--- config.mk ---
export PLATFORM = sky130hd
export DESIGN_NAME = tkc_cell
export DESIGN_NICKNAME = d
export VERILOG_FILES = /design/src/rtl/core/tkc_pkg.sv /design/src/rtl/core/tkc_cell.sv
export SDC_FILE = /design/constraint.sdc
export NUM_CORES = 1
export LEC_CHECK = 0
export ABC_CLOCK_PERIOD_IN_PS = 11900
export BUFFER_PORTS_ARGS = -buffer_cell sky130_fd_sc_hd__buf_2
export CAP_MARGIN = 5
export CORE_AREA = 2 2 127 129
export CTS_BUF_LIST = sky130_fd_sc_hd__clkbuf_4 sky130_fd_sc_hd__clkbuf_8
export CTS_CLUSTER_DIAMETER = 120
export DETAILED_ROUTE_END_ITERATION = 6
export DIE_AREA = 0 0 129 131
export HOLD_SLACK_MARGIN = 0.15
export SLEW_MARGIN = 20
export SYNTH_ARGS = -nofsm -noshare
export SYNTH_HDL_FRONTEND = slang
export SYNTH_SLANG_ARGS = --single-unit
--- constraint.sdc ---
create_clock -name i_clk -period 11.9 [get_ports i_clk]
set_clock_uncertainty 0.05 [all_clocks]
set_input_delay 1.19 -clock i_clk [delete_from_list [all_inputs] [get_ports i_clk]]
set_output_delay 1.19 -clock i_clk [all_outputs]
set_load 0.005 [all_outputs]
--- src/rtl/core/tkc_pkg.sv ---
// Package for the top-K count table.
// Field widths, operation codes and the structs used by the cell and the top level.
`timescale 1ns / 1ps

package tkc_pkg;

    localparam int TAG_W   = 32;
    localparam int CNT_W   = 31;
    localparam int LIMIT_W = 6;
    localparam int OP_W    = 2;

    localparam logic [LIMIT_W-1:0] LIMIT_RESET = 6'd20;

    localparam logic [OP_W-1:0] OP_INSERT = 2'd0;
    localparam logic [OP_W-1:0] OP_READ   = 2'd1;
    localparam logic [OP_W-1:0] OP_CLEAR  = 2'd2;
    localparam logic [OP_W-1:0] OP_UNUSED = 2'd3;

    typedef struct packed {
        logic [OP_W-1:0]  operation;
        logic [TAG_W-1:0] name_tag;
        logic [CNT_W-1:0] item_count;
    } t_in_item;

    typedef struct packed {
        logic [TAG_W-1:0] entry_tag;
        logic [CNT_W-1:0] entry_count;
        logic             entry_valid;
        logic             last;
    } t_out_item;

    typedef struct packed {
        logic [TAG_W-1:0] tag;
        logic [CNT_W-1:0] count;
    } t_entry;

    typedef struct packed {
        logic insert;
        logic rotate;
        logic clear;
        logic trim;
    } t_cell_ctrl;

endpackage

--- src/rtl/core/tkc_cell.sv ---
// One slot of the sorted top-K chain: holds an entry and its valid bit.
// Shifts toward the tail on insert, rotates toward the head on readout. Uses tkc_pkg.
`timescale 1ns / 1ps

module tkc_cell
    import tkc_pkg::*;
(
    input  logic       i_clk,
    input  logic       i_rst_n,
    input  t_cell_ctrl i_ctrl,
    input  t_entry     i_new,
    input  logic       i_in_range,
    input  logic       i_keep,
    input  t_entry     i_prev_entry,
    input  logic       i_prev_valid,
    input  logic       i_prev_ins,
    input  t_entry     i_next_entry,
    input  logic       i_next_valid,
    input  t_entry     i_head,
    output t_entry     o_entry,
    output logic       o_valid,
    output logic       o_ins
);

    t_entry r_entry;
    t_entry n_entry;
    logic   r_valid;
    logic   n_valid;
    logic   w_take_new;
    logic   w_take_prev;

    // New item belongs at or before this slot
    assign o_ins = i_in_range && !(r_valid && (r_entry.count >= i_new.count));

    assign w_take_new  = i_ctrl.insert && o_ins && !i_prev_ins;
    assign w_take_prev = i_ctrl.insert && o_ins && i_prev_ins;

    always_comb begin
        n_entry = r_entry;
        n_valid = r_valid;
        if (i_ctrl.clear) begin
            n_valid = 1'b0;
        end else if (i_ctrl.trim) begin
            n_valid = r_valid && i_keep;
        end else if (w_take_new) begin
            n_entry = i_new;
            n_valid = 1'b1;
        end else if (w_take_prev) begin
            n_entry = i_prev_entry;
            n_valid = i_prev_valid;
        end else if (i_ctrl.rotate && r_valid) begin
            n_entry = i_next_valid ? i_next_entry : i_head;
        end
    end

    always_ff @(posedge i_clk) begin
        if (!i_rst_n) begin
            r_valid <= 1'b0;
        end else begin
            r_valid <= n_valid;
        end
    end

    always_ff @(posedge i_clk) begin
        r_entry <= n_entry;
    end

    assign o_entry = r_entry;
    assign o_valid = r_valid;

endmodule

# After elaboration in Yosys (flattened, before gate mapping)
# Index checks and enable logic that the tools add are counted.
[totals]
ff_bits = 64
input_bits = 263
word_cells = 27
[classes]
mux = 7
magnitude_cmp = 1
reduce_logical = 13
n_bitwise = 3
[op_table]
columns = ["op", "n"]
rows = [
  ["63-bit 2-to-1 mux", 4],
  ["31-bit greater-or-equal comparator", 1],
  ["1-bit logical AND", 7],
  ["3-bit nonzero test", 2],
  ["1-bit 2-to-1 mux", 3],
  ["1-bit NOT", 3],
  ["3-bit AND reduction", 1],
  ["1-bit logical NOT", 2],
  ["2-bit OR reduction", 1],
]

# Longest topological paths before layout
# Gate-level depths: netlist of the first run.
[depth]
depth_word = 9
ltp_mapped = 11
ltp_nobuf = 9

# Worst setup path after synthesis of the first run
# No wires, ideal clock.
[synth_path]
path_type = "input to register"
start = "input port i_new[22] (netlist name)"
end = "register r_entry, in the netlist o_entry[0] (enable)"
cell_stages = 11
setup_time_ns = 0.478
path_slack_ns = 6.052
n_path_buf = 2
arrival_time_ns = 5.321
required_time_ns = 11.372
cell_sequence = "inv_1 > ha_1 > a41oi_2 > o21ai_1 > a221oi_2 > o211ai_1 > a31oi_2 > o21bai_2 > buf_6 > buf_12 > a211oi_2"
[synth_between]
elab_chain_cells = 8
elab_cells_between_ends = 9
[synth_rtl]
columns = ["element", "line_no", "text"]
rows = [
  ["from (decl)", "tkc_cell.sv:11", "input t_entry i_new,"],
  ["31-bit greater-or-equal comparator *", "tkc_cell.sv:33", "assign o_ins = i_in_range && !(r_valid && (r_entry.count >= i_new.count));"],
  ["1-bit logical AND *", "tkc_cell.sv:33", ""],
  ["1-bit logical NOT *", "tkc_cell.sv:33", ""],
  ["1-bit logical AND *", "tkc_cell.sv:33", ""],
  ["1-bit logical AND *", "tkc_cell.sv:35, tkc_cell.sv:36", ""],
  ["1-bit logical AND, on equally long branches", "tkc_cell.sv:35, tkc_cell.sv:36", ""],
  ["3-bit nonzero test (no line) *", "--", ""],
  ["3-bit AND reduction (no line) *", "--", ""],
  ["to (signal assigned)", "tkc_cell.sv:65", "r_entry <= n_entry;"],
  ["to (decl)", "tkc_cell.sv:25", "t_entry r_entry;"],
]
# Every way passes the cells marked *; elsewhere a longest branch is shown, timed or not.
# A chain may end at the register's enable or synchronous reset.

# Worst setup path in the final report of the first run
[layout_path]
start = "input port i_new[20] (netlist name)"
end = "register r_entry, in the netlist o_entry[17] (enable)"
# The elaborated chain is that of the path after synthesis.

==> results of run 1 <==
==> power by group through the flow <==
stage	logic (mW)	registers [mW]	clock network [mW]
final	0.140	0.259	0.176
after global routing	0.156	0.260	0.193
after CTS	0.143	0.259	0.183
after detailed placement	0.142	0.264	0
after global placement	0.139	0.264	0
after floorplan	0.0784	0.265	0
==> sequential cells by signal (all words and copies together), names as in the netlist <==
signal,count
o_entry,63
o_valid,1
==> cell type report <==
type	count	area [um2]
fillers	1519	8800
multi-input cells	279	2650
flip-flops and latches	64	1910
repair buffers	331	1670
well taps	216	270
clock buffers	9	124
inverters	33	124
clock inverters	5	50.0
==> cells in the mapped netlist (2+ instances only) <==
library cell  number  area share
nor2_1             5      0.0039
edfxtp_1          63        0.39
nand2_1           12      0.0093
o21ai_1            4      0.0041
buf_12             6       0.025
o21ai_0            2      0.0021
nand4_1            4      0.0052
inv_1             33       0.026
nor2b_1            3      0.0039
a21oi_1           14       0.014
ha_1              31       0.080
clkbuf_1          14       0.011
mux2i_1          189        0.39
==> logic make-up (layout without fill, tap and decap cells) <==
family / Yosys count / after routing / share of synthesized area
multiplexers: 189 / 189 / 0.390
flip-flops: 64 / 64 / 0.394
buffers and inverters: 54 / 378 / 0.0634
adder cells (fa/ha/maj): 31 / 31 / 0.0799
AO/OA/AOI/OAI: 31 / 31 / 0.0456
AND/OR/NAND/NOR: 28 / 28 / 0.0276
==> worst min-delay path, stage by stage (launching register included) <==
cell and delay (ps):
dfxtp_1 330, inv_1 150, o32ai_1 110, nand3b_1 90
a31oi_1 40
==> per-layer routing <==
| layer | track usage | vias to the layer above |
|---|---|---|
| met5 | 0 | - |
| met2 | 0.326 | 175 |
| li1 | - | 2135 |
| met3 | 0.0448 | 10 |
| met4 | 0.0352 | 0 |
| met1 | 0.174 | 1971 |
==> worst paths after layout <==
path              cells after the start         from  slack, ps          end
hold reg to reg                       4      o_valid        700      o_valid
setup / recovery                     11    i_new[20]       7620  o_entry[17]
setup reg to reg                      9  o_entry[22]       8210  o_entry[17]
hold / removal                        4      o_valid        700      o_valid
==> metrics by stage <==
stage           util  instances  worst slack (ps)  instance area, um2
4_1_cts        0.436        937              7570                6800
2_1_floorplan      -        397              6050                4850
3_5_place_dp   0.425        923              7230                6630
3_3_place_gp   0.425        923              7300                6630
6_report       0.436        937              7620                6800
5_1_grt        0.436        937              7310                6800
==> impl_results.md, run 1 <==
- Number of max-cap violations: 0
- Layout cells sized above 1: 0.484
- Initial DRC Count: 113
- HPWL Detailed: 11,900 um
- GRT Util Overall: 0.165
- Root Driver: clkbuf_8
- F_max: roughly 0.23 GHz
- Post-synth ARST share: 0
- Worst Max-Slew Pin Slew: 1070 ps
- Setup TNS: 0 ps
- Largest fanout on the critical path: 46
- Crit path DAT: 4180 ps
- Pre-antenna DRT Iters: 4
- Slew Limit Fails: 0
- Initial antenna violation count: 0
- Detail Route Antenna Nets: 0
- Relative slew slack: 0.285
- Clock power share: 0.306
- # Post-CTS Setup Buffers: 0
- Crit path launch type: input pin
- PortBufs: between 300 and 400
- Worst Path Buf+Inv: 3
- Synth Flop Type: edfxtp_1
- Ys Warns: 0
- M1 WL: 5490 um
- CP Data Required Time: 11,810 ps
- #FFs+latches synth: 64
- Met3 WL post-DR: 930 um
- H-tree level count: 3
- Crit. End Element: register
- Sequential share of the synthesized area: 0.394
- Gate power share: 0.244
- DR WL met2: 7930 um
- Final setup fails: 0
- Outcome: finished clean
- VDD IR-drop max: 0.0471 mV
- First-pass GRT wire length: between 20,000 and 25,000 um
- Syn Inst Count: between 300 and 400
- Setup repair after global routing missed its margin: no
- Via-to-Cell Ratio: 4.58
- Die width: 129 um
- Static leakage: 3.74 nW
- Synth Cell Area: slightly below 0.005 mm2
- Period minus WS final: 4280 ps
- Net switching power: 0.151 mW
- Row count: 46
- Final Hold Viols: 0
- Uppermost routed layer: met4
- Hold WS: approximately 700 ps
- Area grow syn2layout: 40.1%
- Most common cell after layout, fill and taps aside: buf_2
- Worst-path cell chain: buf_2 > inv_1 > ha_1 > a41oi_2 > o21ai_1 > a221oi_2 > o211ai_1 > a31oi_2 > o21bai_4 > a211oi_4 > buf_4
- Num CTS Buffers: 9
- Most frequent cells in the layout: 325 x buf_2, 189 x mux2i_1, 63 x edfxtp_1
- Max stage delay on crit path: 790 ps
- Switching fraction of total power: 0.262
- Clk buf depth: 2
- Post-CTS Resized: 0
- Sequential share of power: 0.450
- Critical path class: in -> reg
- Via count: 4,291
- PD cells: about 85 mW/mm2
- CTS tree: built
- Wire per inst: 15.5 um
- Nets: 1,012
- Core area: 0.0156 mm2
- CTS clk-pin slew, worst paths: 70 ps
- DIE AREA: 0.0169 mm2
- Largest net degree at the start of global routing: 64
- Hold Path Class: reg -> reg
- Internal cell power: 0.425 mW
- Clock sink count: 64
- Final Cycle Share: 0.360
- Slowest CP cell: a211oi_4
- Vias in the first global route: 4,347
- Initial core utilization: 0.311
- Routed WL: 14,500 um
- # IOs: about 330
- Pwr Total: 0.576 mW
- Cts hold-fix bufs: 0
- Die Y: 131 um
- Total gr overflow: 0
- Syn Nets: 691
- Post-synth EDFFs: between 60 and 70
- Critical path's top delay family: compound AO/OA/AOI/OAI gates
- Gp weighted congestion: around 0.82
- Average size of a mapped cell: roughly 12 um2
- Latest clock arrival within the worst-skew pair: 330 ps
- DRC Markers: 0
- Antenna fix cells: 0
- Yosys cell types: 30
Note: power is estimated with default switching activity, not from simulation.
==> run 2: changes to the inputs <==
--- a/config.mk
+++ b/config.mk
@@ -5,7 +5,7 @@
 export SDC_FILE = /design/constraint.sdc
 export NUM_CORES = 1
 export LEC_CHECK = 0
-export ABC_CLOCK_PERIOD_IN_PS = 11900
+export ABC_CLOCK_PERIOD_IN_PS = 4300
 export BUFFER_PORTS_ARGS = -buffer_cell sky130_fd_sc_hd__buf_2
 export CAP_MARGIN = 5
 export CORE_AREA = 2 2 127 129
==> constraint.sdc (replaced) <==
create_clock -name i_clk -period 4.3 [get_ports i_clk]
set_clock_uncertainty 0.05 [all_clocks]
set_input_delay 0.43 -clock i_clk [delete_from_list [all_inputs] [get_ports i_clk]]
set_output_delay 0.43 -clock i_clk [all_outputs]
set_load 0.005 [all_outputs]
==> run 2 against run 1 <==
  * Routed wire length rose by 1.3%
  * Power grew to 2.9 times the previous value
  * Setup slack worse by 6600 ps
  * Combinational power grew to 2.8 times the previous value
  * Hold slack worse by 390 ps
==> impl_results.md, run 2 (synthesized netlist as in run 1, its figures left out) <==
- Final Cycle Share: 0.751
- Finished Layout Cells: between 900 and 1k
- Clk buf depth: 2
- Clock sink count: 64
- Largest fanout on the critical path: 63
- Final setup fails: 0
- Root Driver: clkbuf_8
- Critical path origin: o_entry[20]
- Crit. End Element: register
- Period minus WS final: 3230 ps
- Hold Path Class: in -> reg
- Most common cell after layout, fill and taps aside: buf_2
- Worst Max-Slew Pin Slew: 1120 ps
- Latest clock arrival within the worst-skew pair: 340 ps
- Layout cells sized above 1: 0.486
- Routed WL: approximately 15,000 um
- F_max: 0.310 GHz
- PortBufs: ~330
- Die width: between 100 and 150 um
- Static leakage: about 3.8 nW
- Num CTS Buffers: 9
- GRT Util Overall: 0.168
- VDD IR-drop max: 0.131 mV
- Row count: 46
- Gp weighted congestion: 0.797
- Reg-to-Reg Start: o_entry[20]
- Slew Limit Fails: 0
- DIE AREA: 0.0169 mm2
- Die Y: 131 um
- Placement Cell Area: ~0.0066 mm2
- Crit path launch type: register
- Post-Layout Inst Area: 0.00685 mm2
- CP Data Required Time: 4210 ps
- Nets: 1,011
- Area grow syn2layout: 41.2%
- Total gr overflow: 0
- Setup repair after global routing missed its margin: no
- # Post-CTS Setup Buffers: 0
- Fillers: 1,528
- Worst-path cell chain: ha_1 > a41oi_2 > o21ai_1 > a221oi_2 > o211ai_1 > a31oi_2 > o21bai_4 > a211oi_4 > buf_4
- Initial DRC Count: 97
- Final Hold Viols: 0
- Slowest CP cell: buf_4
- HPWL Detailed: roughly 12,000 um
- Setup TNS: 0 ps
- Register Area: 0.00191 mm2
- CTS clk-pin slew, worst paths: 70 ps
- Outcome: finished clean
- PD cells: roughly 240 mW/mm2
- # IOs: 328
- Core area: 0.0156 mm2
- Via count: 4,341
- Most frequent cells in the layout: 325 x buf_2, 189 x mux2i_1, 63 x edfxtp_1
- Placed cell count: 922
- Crit path DAT: around 3100 ps
- Max reg flops: 63
- Min-delay src: i_rst_n
- Relative slew slack: 0.254
- Detail Route Antenna Nets: 0
- CTS tree: built
- Critical path class: reg -> reg
- Largest net degree at the start of global routing: 65
- DRC Markers: 0
- H-tree level count: 3
- Max stage delay on crit path: 680 ps
- Wire per inst: about 16 um
- Cts hold-fix bufs: 0
- First-pass GRT wire length: roughly 22,000 um
- Area of the multi-input gates: 0.00265 mm2
- Initial antenna violation count: 2
- Pre-antenna DRT Iters: 4
- Post-CTS Resized: 0
- Initial core utilization: 0.311
- Number of max-cap violations: 0
- Vias in the first global route: 4,437
- Finished Core Util: 0.439
- Via-to-Cell Ratio: around 4.6
-- run 2: worst paths after layout --
path	to	slack, ps	cells after the start
max	o_entry[16]	1070	9
min	o_valid	310	3
max reg2reg	o_entry[16]	1070	9
min reg2reg	o_valid	680	4
-- run 2: worst max-delay path, delay by kind of cell (launching register included) --
| family | cells | cell delay, ps |
|---|---|---|
| adders and majority gates | 1 | 320 |
| AOI/OAI and AO/OA | 7 | 1350 |
| buffers and inverters | 1 | 680 |
| DFF | 1 | 410 |
-- run 2: power breakdown --
group	internal (mW)	switching [mW]
registers	0.712	0.00544
logic	0.210	0.180
clock network	0.330	0.231
-- run 2: routing by layer --
metal  share of wire  global-route usage  vias to the layer above  wire, um
met4           0.020              0.0569                        4       289
met2            0.54               0.329                      187      7910
met1            0.36               0.170                     1986      5340
met3           0.076              0.0476                       26      1120
li1                -                   -                     2138         -
met5          0.0018                   0                        -        27
-- run 2: final cells by class --
| cell class | instances | share of cell area |
|---|---|---|
| clock inverter | 6 | 0.0122 |
| inverter | 33 | 0.0181 |
| tap | 216 | 0.0394 |
| clock buffer | 10 | 0.0192 |
| sequential | 64 | 0.279 |
| timing repair buffer | 330 | 0.245 |
| multi-input combinational | 279 | 0.387 |
| antenna | 2 | 0.000730 |
-- run 2: stage by stage --
stage	power [mW]	hold WS, ps	setup WS [ps]
6_report	1.67	307	1070
3_3_place_gp	1.12	643	957
2_1_floorplan	0.950	520	113
3_5_place_dp	1.13	657	897
5_1_grt	1.76	313	804
4_1_cts	1.70	275	1060
==> run 3: changes to the inputs <==
--- a/config.mk
+++ b/config.mk
@@ -5,15 +5,17 @@
 export SDC_FILE = /design/constraint.sdc
 export NUM_CORES = 1
 export LEC_CHECK = 0
-export ABC_CLOCK_PERIOD_IN_PS = 4300
+export ABC_AREA = 1
+export ABC_CLOCK_PERIOD_IN_PS = 3100
 export BUFFER_PORTS_ARGS = -buffer_cell sky130_fd_sc_hd__buf_2
 export CAP_MARGIN = 5
-export CORE_AREA = 2 2 127 129
+export CORE_AREA = 2 2 126 128
 export CTS_BUF_LIST = sky130_fd_sc_hd__clkbuf_4 sky130_fd_sc_hd__clkbuf_8
 export CTS_CLUSTER_DIAMETER = 120
 export DETAILED_ROUTE_END_ITERATION = 6
-export DIE_AREA = 0 0 129 131
+export DIE_AREA = 0 0 128 130
 export HOLD_SLACK_MARGIN = 0.15
+export PLACE_DENSITY = 0.65
 export SLEW_MARGIN = 20
 export SYNTH_ARGS = -nofsm -noshare
 export SYNTH_HDL_FRONTEND = slang
==> constraint.sdc (replaced) <==
create_clock -name i_clk -period 3.1 [get_ports i_clk]
set_clock_uncertainty 0.05 [all_clocks]
set_input_delay 0.31 -clock i_clk [delete_from_list [all_inputs] [get_ports i_clk]]
set_output_delay 0.31 -clock i_clk [all_outputs]
set_load 0.005 [all_outputs]
==> run 3 against run 2 <==
  * Critical path depth up 4
  * Global-route usage up 1.9 points
  * Sequential share of layout area down 0.80 points
  * Synthesized cell count up 31%
  * Flip-flop and latch count unchanged
  * Setup slack worse by 700 ps
  * Combinational power up 46%
  * Via count up 11%
  * First-iteration DRC count up 100%
  * Critical endpoint is now o_entry[45]
  * Highest routed layer is now met4
==> impl_results.md, run 3 <==
- Pre-antenna DRT Iters: 4
- First-pass GRT wire length: 23,800 um
- Worst Max-Slew Pin Slew: 651 ps
- Worst Path Buf+Inv: 1
- Vias in the first global route: between 4k and 5k
- Post-synth ARST share: 0
- Detail Route Antenna Nets: 0
- Synth Cell Area: between 0.005 and 0.006 mm2
- F_max: 0.366 GHz
- Crit. End Element: register
- Final setup fails: 0
- Via-to-Cell Ratio: 4.63
- Synth top cells by count: 177 x nand2_1, 63 x edfxtp_1, 63 x mux2i_1, 60 x o211ai_2, 44 x inv_1
- #FFs+latches synth: 64
- Initial core utilization: 0.325
- Crit path DAT: about 2700 ps
- Die width: 128 um
- Largest fanout on the critical path: 37
- Pwr Total: around 2.3 mW
- Static leakage: 3.53 nW
- Initial DRC Count: 195
- Worst-path cell chain: ha_1 > nand2_1 > a21oi_1 > nor2_1 > nand2_1 > nand2_1 > nand2_1 > nand2_1 > nand2_2 > nand2_2 > nand3_4 > a211oi_4 > buf_12
- Slowest CP cell: a211oi_4
- Area leader, netlist: edfxtp_1
- Num CTS Buffers: 9
- Layout cells sized above 1: 0.492
- Number of max-cap violations: 0
- Critical path class: reg -> reg
- Initial antenna violation count: 0
- Total gr overflow: 0
- Most common cell in the netlist: nand2_1
- Core area: 0.0154 mm2
- Clk buf depth: 2
- Most common cell after layout, fill and taps aside: buf_2
- Syn Inst Count: 520
- Synth area leaders: edfxtp_1 38%, o211ai_2 15%, nand2_1 13%
- CTS clk-pin slew, worst paths: 80 ps
- Final WS setup: roughly 370 ps
- Final Cycle Share: 0.880
- Clock sink count: 64
- Average size of a mapped cell: 9.64 um2
- Slew Limit Fails: 0
- VDD IR-drop max: around 0.15 mV
- Synth Flop Type: edfxtp_1
- Most frequent cells in the layout: 326 x buf_2, 177 x nand2_1, 63 x mux2i_1, 63 x edfxtp_1, 60 x o211ai_2
- Outcome: finished clean
- PortBufs: 327
- H-tree level count: 3
- Hold Path Class: in -> reg
- Wire per inst: approximately 15 um
- Ys Warns: 0
- DRC Markers: 0
- Post-CTS Resized: 0
- Most used cell, CP: nand2_1
- Setup repair after global routing missed its margin: no
- GRT Util Overall: 0.187
- Crit path launch type: register
- Die Y: 130 um
- Relative slew slack: 0.566
- Hold WS: 181 ps
- # IOs: 328
- Yosys cell types: 28
- Final Hold Viols: 0
- Nets: 1,136
- Antenna fix cells: 0
- Pre-CTS setup slack: 308 ps
- CTS tree: built
- Max stage delay on crit path: 450 ps
- Via count: 4,806
- Routed WL: between 15,000 and 20,000 um
- Largest net degree at the start of global routing: 64
- Gp weighted congestion: 0.802
- Top cell type's share of synthesized area: 0.377
- Post-synth EDFFs: 63
- HPWL Detailed: 13,000 um
- Critical path's top delay family: simple AND/OR/NAND/NOR gates
- Root Driver: clkbuf_8
- Row count: 46
- Latest clock arrival within the worst-skew pair: 360 ps
- DIE AREA: ~0.017 mm2
- CP Data Required Time: slightly above 3000 ps
- Max reg flops: 63
- Period minus WS final: 2730 ps
- Area grow syn2layout: 40.8%
- PD cells: 324 mW/mm2
- Sequential share of the synthesized area: 0.381
- Syn Nets: 814
## run 3: cell count changes after synthesis, moves of 3 or more
cell      before  now
nand2_1       12  177
mux2i_1      189   63
o211ai_2       0   60
nor2_1         5   19
inv_1         33   44
buf_6          1   11
clkbuf_1      14    4
buf_2          0    7
buf_12         6    0
o21ai_1        4    0
nand3_1        1    4
nor2b_1        3    0
## run 3: final timing paths
check	from	end	slack [ps]	depth (start not counted)
hold / removal	i_new[38]	o_entry[38]	180	3
hold reg to reg	o_valid	o_valid	520	2
setup reg to reg	o_entry[6]	o_entry[45]	370	13
setup / recovery	o_entry[6]	o_entry[45]	370	13
## run 3: worst reg2reg max path, stage by stage (launching register included)
cell	delay [ps]
edfxtp_1	390
ha_1	300
nand2_1	140
a21oi_1	60
nor2_1	110
nand2_1	90
nand2_1	70
nand2_1	70
nand2_1	100
nand2_2	70
nand2_2	80
nand3_4	140
a211oi_4	450
buf_12	270
## run 3: cell type report
class	instances	area (um2)
multi-input combinational	385	2750
timing repair buffer	336	1780
sequential	64	1910
tap	192	240
fill	1579	8370
clock buffer	9	124
clock inverter	7	71.3
inverter	46	175
## run 3: kinds of logic (layout without fill, tap and decap cells)
| family | after synthesis | count (layout) | synth area share |
|---|---|---|---|
| and+or+nand+nor | 209 | 209 | 0.167 |
| AOI/OAI and AO/OA | 82 | 82 | 0.176 |
| buffers and inverters | 71 | 398 | 0.0726 |
| DFF | 64 | 64 | 0.381 |
| muxes | 63 | 63 | 0.126 |
| adders and majority gates | 31 | 31 | 0.0774 |
## run 3: where the power goes
part           switching (mW)  internal [mW]
clock                   0.351          0.371
sequential            0.00832          0.990
combinational           0.279          0.289
## run 3: layer usage
| layer | up-vias | share of wire | global-route usage |
|---|---|---|---|
| met2 | 180 | 0.52 | 0.341 |
| met4 | 0 | 0.016 | 0.0627 |
| met1 | 2153 | 0.40 | 0.219 |
| met3 | 15 | 0.065 | 0.0394 |
| met5 | - | 0 | 0 |
| li1 | 2458 | - | - |
## run 3: what timing repair did
item / 4_1_cts / 5_1_grt
endpoints found under the hold margin: 1 / 0
setup buffers: 0 / 0
hold buffers: 1 / 0
## run 3: through the flow
stage	std cells	setup TNS (ps)	util	instance area (um2)
after global placement	1022	0	0.444	6850
after CTS	1039	0	0.457	7060
after global routing	1039	0	0.457	7060
after floorplan	520	-32530	-	5020
final	1039	0	0.457	7060
after detailed placement	1022	0	0.444	6850
